==> src/rtl/ggnh_pkg.sv <==
package ggnh_pkg;

	localparam int TABLE_ENTRIES_DEF = 64;
	localparam int COORD_BITS_DEF    = 16;
	localparam int QUEUE_DEPTH       = 2;

	localparam int OP_W    = 3;
	localparam int NODE_W  = 16;
	localparam int POS_W   = 16;
	localparam int STAT_W  = 2;

	// raw op codes on the request channel
	localparam logic [OP_W-1:0] OPC_ADD   = 3'd0;
	localparam logic [OP_W-1:0] OPC_DEL   = 3'd1;
	localparam logic [OP_W-1:0] OPC_SELF  = 3'd2;
	localparam logic [OP_W-1:0] OPC_QUERY = 3'd3;
	localparam logic [OP_W-1:0] OPC_NBR   = 3'd4;

	typedef enum logic [2:0] {
		OP_ADD,
		OP_DEL,
		OP_SELF,
		OP_QUERY,
		OP_NBR,
		OP_NOP
	} op_t;

	typedef enum logic [STAT_W-1:0] {
		STAT_OK   = 2'd0,
		STAT_FULL = 2'd1,
		STAT_MISS = 2'd2
	} status_t;

	typedef enum logic [2:0] {
		S_CLEAR,
		S_IDLE,
		S_SCAN,
		S_FIN,
		S_DIST,
		S_OUT
	} state_t;

	typedef struct packed {
		op_t               op;
		logic [NODE_W-1:0] node_id;
		logic [POS_W-1:0]  pos_x;
		logic [POS_W-1:0]  pos_y;
		logic [POS_W-1:0]  pos_z;
		logic              last;
	} item_t;

endpackage

==> src/rtl/ggnh_if.sv <==
interface ggnh_req_if;
	logic                         valid;
	logic                         ready;
	logic [ggnh_pkg::OP_W-1:0]    op;
	logic [ggnh_pkg::NODE_W-1:0]  node_id;
	logic [ggnh_pkg::POS_W-1:0]   pos_x;
	logic [ggnh_pkg::POS_W-1:0]   pos_y;
	logic [ggnh_pkg::POS_W-1:0]   pos_z;
	logic                         last;

	modport source(output valid, op, node_id, pos_x, pos_y, pos_z, last, input ready);
	modport sink(input valid, op, node_id, pos_x, pos_y, pos_z, last, output ready);
endinterface


==> src/rtl/ggnh_front.sv <==
module ggnh_front (
	input  logic                 clk,
	input  logic                 arst_n,
	ggnh_req_if.sink             req,
	input  logic                 init_done,
	output logic                 q_valid,
	output ggnh_pkg::item_t      q_item,
	input  logic                 q_pop
);

	localparam int PW = $clog2(ggnh_pkg::QUEUE_DEPTH);

	ggnh_pkg::item_t fifo_q [ggnh_pkg::QUEUE_DEPTH];
	logic [PW-1:0]   wr_ptr_q, rd_ptr_q;
	logic [PW:0]     count_q;
	logic            push;
	ggnh_pkg::item_t item_d;

	// classify the incoming word
	always_comb begin
		item_d.node_id = req.node_id;
		item_d.pos_x   = req.pos_x;
		item_d.pos_y   = req.pos_y;
		item_d.pos_z   = req.pos_z;
		item_d.last    = req.last;
		unique case (req.op)
			ggnh_pkg::OPC_ADD:   item_d.op = ggnh_pkg::OP_ADD;
			ggnh_pkg::OPC_DEL:   item_d.op = ggnh_pkg::OP_DEL;
			ggnh_pkg::OPC_SELF:  item_d.op = ggnh_pkg::OP_SELF;
			ggnh_pkg::OPC_QUERY: item_d.op = ggnh_pkg::OP_QUERY;
			ggnh_pkg::OPC_NBR:   item_d.op = ggnh_pkg::OP_NBR;
			default:             item_d.op = ggnh_pkg::OP_NOP;
		endcase
	end

	assign req.ready = init_done && (count_q != (PW+1)'(ggnh_pkg::QUEUE_DEPTH));
	assign push      = req.valid && req.ready;
	assign q_valid   = (count_q != '0);
	assign q_item    = fifo_q[rd_ptr_q];

	always_ff @(posedge clk or negedge arst_n) begin
		if (!arst_n) begin
			wr_ptr_q <= '0;
			rd_ptr_q <= '0;
			count_q  <= '0;
		end else begin
			if (push)
				wr_ptr_q <= (wr_ptr_q == PW'(ggnh_pkg::QUEUE_DEPTH - 1)) ? '0 : wr_ptr_q + 1'b1;
			if (q_pop)
				rd_ptr_q <= (rd_ptr_q == PW'(ggnh_pkg::QUEUE_DEPTH - 1)) ? '0 : rd_ptr_q + 1'b1;
			if (push && !q_pop)
				count_q <= count_q + 1'b1;
			else if (q_pop && !push)
				count_q <= count_q - 1'b1;
		end
	end

	always_ff @(posedge clk) begin
		if (push)
			fifo_q[wr_ptr_q] <= item_d;
	end

endmodule

==> src/flat_wrapper.sv <==
// flat-port wrapper written by rule: the top's interface ports become plain ports
module ggnh_front_flat 
  (clk, arst_n, init_done, q_valid, q_item, q_pop, req_valid, req_op, req_node_id, req_pos_x, req_pos_y, req_pos_z, req_last, req_ready);
  ggnh_req_if req_i ();
  input  logic clk;
  input  logic arst_n;
  input  logic init_done;
  output logic q_valid;
  output ggnh_pkg::item_t q_item;
  input  logic q_pop;
  input wire logic [$bits(req_i.valid)-1:0] req_valid;
  input wire logic [$bits(req_i.op)-1:0] req_op;
  input wire logic [$bits(req_i.node_id)-1:0] req_node_id;
  input wire logic [$bits(req_i.pos_x)-1:0] req_pos_x;
  input wire logic [$bits(req_i.pos_y)-1:0] req_pos_y;
  input wire logic [$bits(req_i.pos_z)-1:0] req_pos_z;
  input wire logic [$bits(req_i.last)-1:0] req_last;
  output wire logic [$bits(req_i.ready)-1:0] req_ready;
  assign req_i.valid = req_valid;
  assign req_i.op = req_op;
  assign req_i.node_id = req_node_id;
  assign req_i.pos_x = req_pos_x;
  assign req_i.pos_y = req_pos_y;
  assign req_i.pos_z = req_pos_z;
  assign req_i.last = req_last;
  assign req_ready = req_i.ready;
  ggnh_front u_core (.clk(clk), .arst_n(arst_n), .req(req_i), .init_done(init_done), .q_valid(q_valid), .q_item(q_item), .q_pop(q_pop));
endmodule
==> config.mk <==
export PLATFORM = sky130hd
export DESIGN_NAME = ggnh_front_flat
export DESIGN_NICKNAME = d
export VERILOG_FILES = /design/src/rtl/ggnh_pkg.sv /design/src/rtl/ggnh_if.sv /design/src/rtl/ggnh_front.sv /design/src/flat_wrapper.sv
export SDC_FILE = /design/constraint.sdc
export NUM_CORES = 1
export LEC_CHECK = 0
export ABC_AREA = 1
export BUFFER_PORTS_ARGS = -buffer_cell sky130_fd_sc_hd__buf_2
export CAP_MARGIN = 20
export CORE_AREA = 4 4 137 139
export DETAILED_ROUTE_END_ITERATION = 6
export DIE_AREA = 0 0 141 143
export GPL_TIMING_DRIVEN = 0
export SKIP_LAST_GASP = 1
export SYNTH_ARGS = -nofsm -noshare
export SYNTH_HDL_FRONTEND = slang
export SYNTH_SLANG_ARGS = --single-unit
==> constraint.sdc <==
create_clock -name clk -period 5.4 [get_ports clk]
set_input_delay 0.54 -clock clk [delete_from_list [all_inputs] [get_ports clk]]
set_output_delay 0.54 -clock clk [all_outputs]
set_load 0.01 [all_outputs]
== Word-level counts from Yosys, hierarchy flattened ==
Memory sizes are Yosys's and may differ from the RTL's.
Index checks and enable logic that the tools add are counted.

* Flip-flop bits (word level): 4
* Bits in latches: 0
* Bits in writable memories: 136
* Bits in read-only memories: 0
* Input bits: 73
* Output and inout port bits: 70
* Word-level logic and storage cells: 29
* Memories kept: 1

* $add $sub $neg: 4
* Multipliers: 0
* Div/mod/pow operators: 0
* Magnitude comparators: 0
* Eq/ne operators: 5
* Shift-type cells: 0
* Multiplexer cells: 7
* Bitwise gates (word level): 0
* Reductions and logical operators: 9

{| class="wikitable"
|+ Memory list
! memory !! depth !! width !! rd ports !! clocked after memory_dff !! write ports !! line !! source
|-
| u_core.fifo_q || 2 || 68 || 1 || 0 || 1 || ggnh_front.sv:13 || <nowiki>ggnh_pkg::item_t fifo_q [ggnh_pkg::QUEUE_DEPTH];</nowiki>
|}

{| class="wikitable"
|+ Operators with widths
! operator !! count
|-
| 3-bit case mux with 5 select lines || 1
|-
| 3-bit by 2-bit equality test with 1-bit output (second input constant) || 2
|-
| 1-bit logical AND || 4
|-
| 1-bit two-way mux || 4
|-
| 2-bit two-way mux || 2
|-
| 2-bit nonzero test || 2
|-
| 3-bit by 1-bit equality test with 1-bit output (second input constant) || 1
|-
| 3-bit equality test (second input constant) || 1
|-
| 3-bit zero test || 1
|-
| 1-bit adder (second input constant) || 2
|-
| 2-bit by 1-bit adder with 2-bit output (second input constant) || 1
|-
| 1-bit zero test || 2
|-
| 2-bit inequality test (second input constant) || 1
|-
| 2-bit by 1-bit subtractor with 2-bit output (second input constant) || 1
|}

== Longest topological paths before layout ==
Gate-level depths: netlist of the first run.

* Word-level depth: 7
* Depth in mapped cells: 10
* Gate-level depth less buffers: 10

== Worst setup path before layout of the first run ==
Ideal clock, no wire load.

* Kind: input -> register
* Start: input port req_valid
* End: memory u_core.fifo_q[1][0] (netlist name) (enable)
* Library setup time: 0.494 ns
* Arrival time: 3.499 ns
* Required time: 4.906 ns
* Path slack: 1.407 ns
* Stages: 2
* Buffers on the path: 0
* Cell sequence: nand3_1 > nor2_1

* Word-level cells in the longest chain between the ends: 3

{| class="wikitable"
|+ Ends and longest elaborated chain
! element !! line !! source
|-
| from (decl) || flat_wrapper.sv:11 || <nowiki>input wire logic [$bits(req_i.valid)-1:0] req_valid;</nowiki>
|-
| 1-bit logical AND || ggnh_front.sv:37 || <nowiki>assign push = req.valid && req.ready;</nowiki>
|-
| 1-bit two-way mux || ggnh_front.sv:59 || <nowiki>if (push)</nowiki>
|-
| 1-bit two-way mux (implied by the code) || ggnh_front.sv:60 || <nowiki>fifo_q[wr_ptr_q] <= item_d;</nowiki>
|-
| to (decl) || ggnh_front.sv:13 ||
|}

No other way between the ends.

==> impl_metrics.toml, run 1 <==
[setup_path]
startpoint = "u_core.rd_ptr_q$_DFFE_PN0P_"
endpoint_kind = "output port"
critPathRequiredTime_ns = 4.86
crit_slowest_cell = "mux2_2"
r2r-start = "u_core.count_q[0]$_DFFE_PN0P_"
cp_max_fo = 10
crit_chain = "buf_6 > buf_2 > mux2_2 > buf_2"
slowest_delay_ns = 0.38
criticalPathCategory = "reg2out"
start_kind = "flip-flop"
cp.arrival_ns = 1.68
crit_top_cell = "buf_2"

[power]
powerDensity_nw_per_um2 = 495
seq_power_share_pct = 41.1
switching_power_uw = 916
p_leak_nw = 2.60
power_frac_clock_pct = 32.6
switching_share_pct = 27.2
p_int_mw = 2.45
ir_drop_uv = 313
p_comb_share_pct = 26.3

[cts]
cts_tree = "yes"
cts_sinks = 140
root_buffer = "clkbuf_16"
cts_inserted_buffers = 17
cts-htree-levels = 4
cts_setup_buffers = 0
cts_resized = 0
clockBufferDepth = 2
clkTransAtPathRegs_ns = 0.06
insertion_delay_ns = 0.41

[timing]
maxSlewViolCount = 0
fmax_mhz = 450
fin_crit_sh_pct = 41.2
fin_setup_tns_ns = 0
finalSetupViolations = 0
whs_ns = 0.318
min_period_ns = 2.22
slew-limit-headroom_pct = 39.6
rsz0062_at_grt = "no"
hold_violations = 0
worst_pin_slew_ns = 0.907
clock_skew_ns = 0.00716

[layout]
diodes = 0
design_area_um2 = 6820
drive_above_1_share_pct = 59.2
mostFrequentLayoutCell = "buf_2"
final_cell_mix = "buf_2 (147), edfxtp_1 (136), mux2_2 (58)"
fillers = 1668
final_nets = 483
area_growth_pct = 31.3

[grt]
grt.total_usage_pct = 10.0
grt_max_degree = 69
overflow = 0
antenna_found_initial = 0
grt_pass1_wl_um = 15400
grt_pass1_vias = 3088

[synth]
synth.avg_cell_area_um2 = 21.2
synth_nets = 319
yosysTopAreaCell = "edfxtp_1"
yosysWarnings = 0
ys_seq_area_share_pct = 80.6
syn-instance-count = 245
ys_types = 18
synthTopCellsByArea = "edfxtp_1 (79%), mux2_2 (13%), mux2_4 (2.9%), dfrtp_1 (1.9%), inv_1 (0.65%)"
ys_seq_elements = 140
synth_edf_count = 136
synthArstFlopShare_pct = 2.86
synth_ff_type = "edfxtp_1"
synth_top_cell_area_share_pct = 78.7
synth_area_um2 = 5190

[worst_hold_path]
hp-class = "in2reg"
min_from = "req_node_id[15]"

[route]
routed.top_layer = "met4"
wl_per_cell_um = 15.3
met1_length_um = 3970
ant_nets = 0
drt-initial-drc-count = 82
route.met2.wl_um = 5320
drc = 0
vias = 2742
first_pass_iters = 4
met3WireLength_um = 573
drt_wl_total_um = 9990
avgViaCountPerCell = 4.21

[die]
row_count = 49
io_pins = 143
core_area_um2 = 17700
initial_utilization_pct = 29.4
fp.dieW_um = 141
fp.dieH_um = 143
die-area_um2 = 20200

[run_status]
status = "complete, no violations"

[placement]
io_buffer_count = 142
place_area_um2 = 6250
gp_congestion = 0.715
dp_hpwl_um = 6730

[run]
drv_cap = 0
-- stage by stage --
step	total power, mW	worst slack, ns	instances	util (%)
6_report	3.37	3.18	651	38.6
5_1_grt	3.55	3.05	651	38.6
4_1_cts	3.44	3.08	651	38.6
3_5_place_dp	2.32	3.34	618	35.4
3_3_place_gp	2.30	-0.282	616	35.1
2_1_floorplan	1.98	1.41	245	-
-- power by group through the flow --
stage	Clock (mW)	Combinational [mW]	Sequential (mW)
detailed placement	0	0.914	1.41
global route	1.19	0.970	1.40
CTS	1.14	0.917	1.39
global placement	0	0.885	1.42
floorplan	0	0.575	1.41
finish	1.10	0.887	1.39
-- worst paths after layout --
kind / to / slack, ns / depth (start not counted)
worst max-delay path: q_item[31] / 3.18 / 4
worst min-delay path: u_core.fifo_q[1][64]$_DFFE_PP_ / 0.32 / 1
worst max register to register: u_core.fifo_q[1][23]$_DFFE_PP_ / 3.47 / 5
worst min register to register: u_core.wr_ptr_q$_DFFE_PN0N_ / 0.48 / 2
max in group asynchronous: u_core.wr_ptr_q$_DFFE_PN0N_ / 4.82 / 2
min in group asynchronous: u_core.count_q[1]$_DFFE_PN0P_ / 0.46 / 2
-- critical path, delay by kind of cell, from the launching register on --
kind / cells / cell delay (ns)
flops: 1 / 0.34
buf+inv: 3 / 0.55
mux: 1 / 0.38
-- timing repair --
| action | in CTS | in global routing |
|---|---|---|
| hold buffers | 1 | 0 |
| hold endpoints to repair | 4 | 0 |
| setup endpoints to repair | 0 | 0 |
-- cell families (layout without fill, tap and decap cells) --
logic type                 Yosys count  count (layout)  synth area share (%)
xor gates and xnor gates             2               2                 0.337
adders and majority gates            1               1                 0.241
buffers and inverters               18             195                  1.93
DFF                                140             140                  80.6
and+or+nand+nor                     14              14                  1.16
muxes                               68              68                  15.5
AOI/OAI and AO/OA                    2               2                 0.289
-- state kept, by name (all words and copies together) (netlist names) --
signal,count
u_core.fifo_q,136
u_core.count_q,2
u_core.rd_ptr_q,1
u_core.wr_ptr_q,1
-- layout make-up --
cell class,instances,area (µm²),area share (%)
plain buffers,9,66.3,0.973
clock buffers,19,433,6.35
clock inverters,13,126,1.85
inverters,9,36.3,0.532
multi-input cells,87,916,13.4
flip-flops and latches,140,4180,61.4
well taps,229,287,4.20
repair buffers,145,768,11.3
-- synth_stat cells, types with 2 or more instances --
cell      instances
buf_2             5
inv_1             9
nand2_1           8
nand3_1           2
mux2_4           10
nand4_1           2
dfrtp_1           4
mux2_2           58
edfxtp_1        136
nor2_1            2
buf_6             2
-- metal layers --
metal  GRT usage, %  up-vias
met1           11.1     1375
met2           17.7       80
met3           3.48        7
met4           4.18        0
li1               -     1280
met5              0        -
Note: power is estimated with default switching activity, not from simulation.
==> run 2, diff against run 1 <==
==> constraint.sdc (replaced) <==
create_clock -name clk -period 2.1 [get_ports clk]
set_input_delay 0.21 -clock clk [delete_from_list [all_inputs] [get_ports clk]]
set_output_delay 0.21 -clock clk [all_outputs]
set_load 0.01 [all_outputs]
==> impl_metrics.toml, run 2 (synthesis results as in run 1) <==
[run_status]
status = "complete, no violations"

[grt]
grt_pass1_vias = 3228
grt.total_usage_pct = 10.9
antenna_found_initial = 0
grt_pass1_wl_um = 16600
overflow = 0
grt_max_degree = 27

[timing]
timing.final.ws_setup_ns = 0.147
maxSlewViolCount = 0
fin_crit_sh_pct = 93.0
slew-limit-headroom_pct = 56.5
worst_pin_slew_ns = 0.652
hold_violations = 0
rsz0062_at_grt = "no"
clock_skew_ns = 0.0124
finalSetupViolations = 0
whs_ns = 0.0728
fmax_mhz = 512
min_period_ns = 1.95

[die]
fp.dieW_um = 141
io_pins = 143
fp.dieH_um = 143
die-area_um2 = 20200
row_count = 49
initial_utilization_pct = 29.4
core_area_um2 = 17700

[setup_path]
r2r-start = "u_core.count_q[0]$_DFFE_PN0P_"
critPathRequiredTime_ns = 1.89
r2r_end = "u_core.fifo_q[1][56]$_DFFE_PP_"
criticalPathCategory = "reg2out"
endpoint_kind = "output port"
start_kind = "flip-flop"
r2r_cells = 5
cp_max_fo = 10
reg2reg_slack_ns = 0.20
cp.arrival_ns = 1.74

[cts]
clkTransAtPathRegs_ns = 0.05
insertion_delay_ns = 0.41
cts_tree = "yes"
cts_sinks = 140
cts_resized = 0
cts_setup_buffers = 0
root_buffer = "clkbuf_16"
cts_inserted_buffers = 17
cts-htree-levels = 4
clockBufferDepth = 2

[route]
wl_per_cell_um = 15.1
vias = 2983
drt-initial-drc-count = 83
drt_wl_total_um = 10900
ant_nets = 0
avgViaCountPerCell = 4.14
drc = 0
first_pass_iters = 4

[power]
powerDensity_nw_per_um2 = 1180
p_leak_nw = 2.89
ir_drop_uv = 520

[layout]
diodes = 0
largest_register_ffs = 136
mostFrequentLayoutCell = "buf_2"
final_nets = 553
reg_top3 = "u_core.fifo_q: 136 flops, u_core.count_q: 2 flops"
fillers = 1609
area_growth_pct = 45.3
final_cell_mix = "buf_2 (147), edfxtp_1 (136), dlygate4sd3_1 (67)"
top_register = "u_core.fifo_q"
drive_above_1_share_pct = 50.6
utilization_pct = 42.7

[placement]
gp_congestion = 0.756
io_buffer_count = 142
dp_hpwl_um = 7180
place_ws_ns = 0.0741

[worst_hold_path]
min_to = "u_core.fifo_q[1][65]$_DFFE_PP_"
min_from = "req_op[0]"
whs_path_depth = 2
hp-class = "in2reg"

[run]
drv_cap = 0
## run 2: cell count changes in the layout (fill, tap and decap cells not counted), sizes merged
| cell | change |
|---|---|
| clkbuf | +3 |
| dlygate4sd3 | +66 |
| clkinv | -4 |
| clkinvlp | +2 |
| bufinv | +1 |
| inv | -1 |
| buf | +2 |
| nor2 | +1 |
## run 2: cell type report
type | instances | area, µm² | share of cell area (%)
Clock buffer | 22 | 444 | 5.89
Multi-Input combinational cell | 88 | 922 | 12.2
Timing Repair inverter | 1 | 5.00 | 0.0663
Inverter | 9 | 37.5 | 0.498
Buffer | 9 | 66.3 | 0.879
Clock inverter | 10 | 123 | 1.63
Tap cell | 229 | 287 | 3.80
Sequential cell | 140 | 4180 | 55.5
Timing Repair Buffer | 213 | 1480 | 19.6
## run 2: routing by layer
| layer | global-route usage (%) | part of all wire, % | vias to the layer above |
|---|---|---|---|
| li1 | - | - | 1418 |
| met1 | 13.0 | 43 | 1457 |
| met2 | 18.3 | 51 | 97 |
| met3 | 3.82 | 5.1 | 11 |
| met4 | 3.98 | 0.75 | 0 |
| met5 | 0 | 0 | - |
## run 2: stage by stage
stage          setup TNS [ns]  power (mW)  cell area, µm²  std cells
6_report                    0        8.91            7540        721
5_1_grt                     0        9.41            7540        721
4_1_cts                     0        9.05            7530        719
3_5_place_dp                0        6.03            6300        620
3_3_place_gp           -86.71        5.93            6200        616
2_1_floorplan               0        5.09            5200        245
## run 2: power by group
| part | internal, mW | leakage [nW] | total, mW | switching, mW |
|---|---|---|---|---|
| clock | 1.84 | 0.272 | 2.87 | 1.03 |
| combinational | 1.22 | 1.33 | 2.47 | 1.26 |
| sequential | 3.47 | 1.29 | 3.56 | 0.0861 |
## run 2: worst max-delay path, cell delays in order (launching register included)
cell	delay, ns
dfrtp_1	0.33
buf_6	0.14
buf_2	0.32
mux2_2	0.38
buf_2	0.15
## run 2: repair_timing
action / CTS / global route
hold buffers: 67 / 0
endpoints found under the hold margin: 135 / 0
setup endpoints to repair: 0 / 91
## run 2: worst max-delay path by stage
stage | startpoint | end | slack, ns | cells past startpoint
final | u_core.rd_ptr_q$_DFFE_PN0P_ | q_item[11] | 0.15 | 4
after global routing | u_core.rd_ptr_q$_DFFE_PN0P_ | q_item[10] | 0.02 | 4
after CTS | u_core.count_q[0]$_DFFE_PN0P_ | u_core.fifo_q[1][50]$_DFFE_PP_ | 0.06 | 5
after detailed placement | u_core.count_q[0]$_DFFE_PN0P_ | u_core.fifo_q[1][61]$_DFFE_PP_ | 0.07 | 5
after global placement | u_core.count_q[0]$_DFFE_PN0P_ | u_core.fifo_q[0][63]$_DFFE_PP_ | -0.65 | 4
after floorplan | u_core.count_q[0]$_DFFE_PN0P_ | u_core.fifo_q[1][0]$_DFFE_PP_ | 0.02 | 4
==> run 3, diff against run 2 <==
--- a/config.mk
+++ b/config.mk
@@ -5,13 +5,14 @@
 export SDC_FILE = /design/constraint.sdc
 export NUM_CORES = 1
 export LEC_CHECK = 0
-export ABC_AREA = 1
 export BUFFER_PORTS_ARGS = -buffer_cell sky130_fd_sc_hd__buf_2
 export CAP_MARGIN = 20
 export CORE_AREA = 4 4 137 139
+export CTS_CLUSTER_DIAMETER = 120
 export DETAILED_ROUTE_END_ITERATION = 6
 export DIE_AREA = 0 0 141 143
 export GPL_TIMING_DRIVEN = 0
+export REMOVE_ABC_BUFFERS = 1
 export SKIP_LAST_GASP = 1
 export SYNTH_ARGS = -nofsm -noshare
 export SYNTH_HDL_FRONTEND = slang
==> impl_metrics.toml, run 3 <==
[run_status]
status = "complete, no violations"

[cts]
root_buffer = "clkbuf_16"
cts_resized = 0
cts-htree-levels = 4
insertion_delay_ns = 0.41
cts_sinks = 140
cts_tree = "yes"
clkTransAtPathRegs_ns = 0.06
cts_inserted_buffers = 17
clockBufferDepth = 2

[synth]
synth.most_common_cell = "edfxtp_1"
synth_area_um2 = 5170
ys_seq_area_share_pct = 80.9
synth_top_family_by_area = "multiplexers"
synth_top_cell_area_share_pct = 79.0
synth_edf_count = 136
synthArstFlopShare_pct = 2.86
yosysWarnings = 0
syn-instance-count = 233
synth.avg_cell_area_um2 = 22.2
synth_ff_type = "edfxtp_1"
ys_seq_elements = 140
synth_commonest_cells = "edfxtp_1 (136), mux2_2 (58), mux2_4 (10), buf_2 (5)"
synthTopCellsByArea = "edfxtp_1 (79%), mux2_2 (13%), mux2_4 (2.9%), dfrtp_1 (1.9%), xor2_1 (0.68%)"
synthXorXnorAreaFrac_pct = 0.847
yosysTopAreaCell = "edfxtp_1"
synthMuxAreaShare_pct = 15.5
synth_compound_area_share_pct = 0.145
ys_types = 19
synthAdderAreaFrac_pct = 0.242
synthSimpleGateAreaFrac_pct = 0.920

[placement]
place_area_um2 = 6200
io_buffer_count = 142
place_ws_ns = 0.00104
placedCellCount = 599
gp_congestion = 0.707
dp_hpwl_um = 6720

[timing]
whs_ns = 0.0433
clock_skew_ns = 0.00347
timing.final.ws_setup_ns = 0.156
hold_violations = 0
maxSlewViolCount = 0
finalSetupViolations = 0
fin_crit_sh_pct = 92.6
slew-limit-headroom_pct = 62.3
rsz0062_at_grt = "no"
worst_pin_slew_ns = 0.563
min_period_ns = 1.94
fmax_mhz = 514

[setup_path]
cp_max_fo = 37
endpoint_kind = "flip-flop"
critical_path_buf_inv_count = 1
reg2reg_slack_ns = 0.16
crit_slowest_cell = "and2_4"
critPathRequiredTime_ns = 2.19
criticalPathCategory = "reg2reg"
r2r_end = "u_core.fifo_q[1][26]$_DFFE_PP_"
r2r_cells = 4
r2r-start = "u_core.count_q[0]$_DFFE_PN0P_"
cp.arrival_ns = 2.04
slowest_delay_ns = 0.50
start_kind = "flip-flop"
crit_chain = "nand2b_1 > and3_1 > and2_4 > buf_12"
cp_top_family = "simple AND/OR/NAND/NOR gates"

[die]
fp.dieH_um = 143
initial_utilization_pct = 29.3
io_pins = 143
core_area_um2 = 17700
row_count = 49
die-area_um2 = 20200
fp.dieW_um = 141

[route]
vias = 2921
wl_per_cell_um = 14.8
drt-initial-drc-count = 123
drc = 0
avgViaCountPerCell = 4.16
drt_wl_total_um = 10400
first_pass_iters = 4
ant_nets = 0

[grt]
overflow = 0
grt_pass1_vias = 3214
grt.total_usage_pct = 10.5
grt_max_degree = 38
grt_pass1_wl_um = 16300
antenna_found_initial = 0

[power]
ir_drop_uv = 651
p_leak_nw = 2.82
powerDensity_nw_per_um2 = 1160

[worst_hold_path]
whs_path_depth = 1
min_from = "req_op[2]"
min_to = "u_core.fifo_q[0][67]$_DFFE_PP_"
hp-class = "in2reg"

[layout]
stdcell_count = 703
reg_top3 = "u_core.fifo_q: 136 flops, u_core.count_q: 2 flops"
largest_register_ffs = 136
final_cell_mix = "buf_2 (142), edfxtp_1 (136), dlygate4sd3_1 (67)"
drive_above_1_share_pct = 52.7
area_growth_pct = 44.2
diodes = 0
top_register = "u_core.fifo_q"
design_area_um2 = 7450
utilization_pct = 42.2
mostFrequentLayoutCell = "buf_2"
final_nets = 535

[run]
drv_cap = 0
-- run 3: metal layers --
layer	share of wire, %	global-route usage [%]	vias to the layer above
met3	4.4	2.88	7
met1	42	12.5	1456
met5	0	0	-
met4	1.4	4.69	0
li1	-	-	1378
met2	52	17.9	80
-- run 3: worst max-delay path by stage --
stage	end	cells past startpoint	slack [ns]	startpoint
2_1_floorplan	u_core.fifo_q[0][0]$_DFFE_PP_	3	-2.15	u_core.count_q[0]$_DFFE_PN0P_
3_3_place_gp	u_core.fifo_q[0][19]$_DFFE_PP_	3	-3.86	u_core.count_q[0]$_DFFE_PN0P_
3_5_place_dp	u_core.fifo_q[0][35]$_DFFE_PP_	4	0.001	u_core.count_q[0]$_DFFE_PN0P_
4_1_cts	u_core.fifo_q[1][29]$_DFFE_PP_	4	0.09	u_core.count_q[0]$_DFFE_PN0P_
5_1_grt	u_core.fifo_q[1][11]$_DFFE_PP_	4	0.002	u_core.count_q[0]$_DFFE_PN0P_
6_report	u_core.fifo_q[1][26]$_DFFE_PP_	4	0.16	u_core.count_q[0]$_DFFE_PN0P_
-- run 3: cell type report --
type	count	area, µm²
fillers	1589	10200
flip-flops and latches	140	4190
repair buffers	217	1530
multi-input cells	84	933
clock buffers	18	429
well taps	229	287
clock inverters	14	80.1
inverters	1	3.75
-- run 3: kinds of logic (layout without fill, tap and decap cells) --
family | after synthesis | count (layout)
flops | 140 | 140
mux | 68 | 68
buf+inv | 10 | 250
simple gates | 8 | 9
xor+xnor | 5 | 5
fa+ha+maj | 1 | 1
compound gates | 1 | 1
-- run 3: worst reg2reg max path, cell delays in order, from the launching register on --
cell and delay [ns]:
dfrtp_1 0.39, nand2b_1 0.13, and3_1 0.28, and2_4 0.50, buf_12 0.30
-- run 3: power by group --
part / internal, mW / switching, mW
Clock: 1.48 / 1.10
Sequential: 3.49 / 0.120
Combinational: 1.28 / 1.18
Total: 6.25 / 2.40
-- run 3: timing repair --
action                                 in CTS  in global routing
hold buffers                               67                  0
endpoints found under the hold margin     135                  0
setup endpoints to repair                  66                  0
setup buffers                               4                  0
-- run 3: through the flow --
step | power (mW) | TNS [ns]
2_1_floorplan | 5.04 | -216.70
3_3_place_gp | 5.68 | -460.35
3_5_place_dp | 5.91 | 0
4_1_cts | 8.81 | 0
5_1_grt | 9.10 | 0
6_report | 8.64 | 0
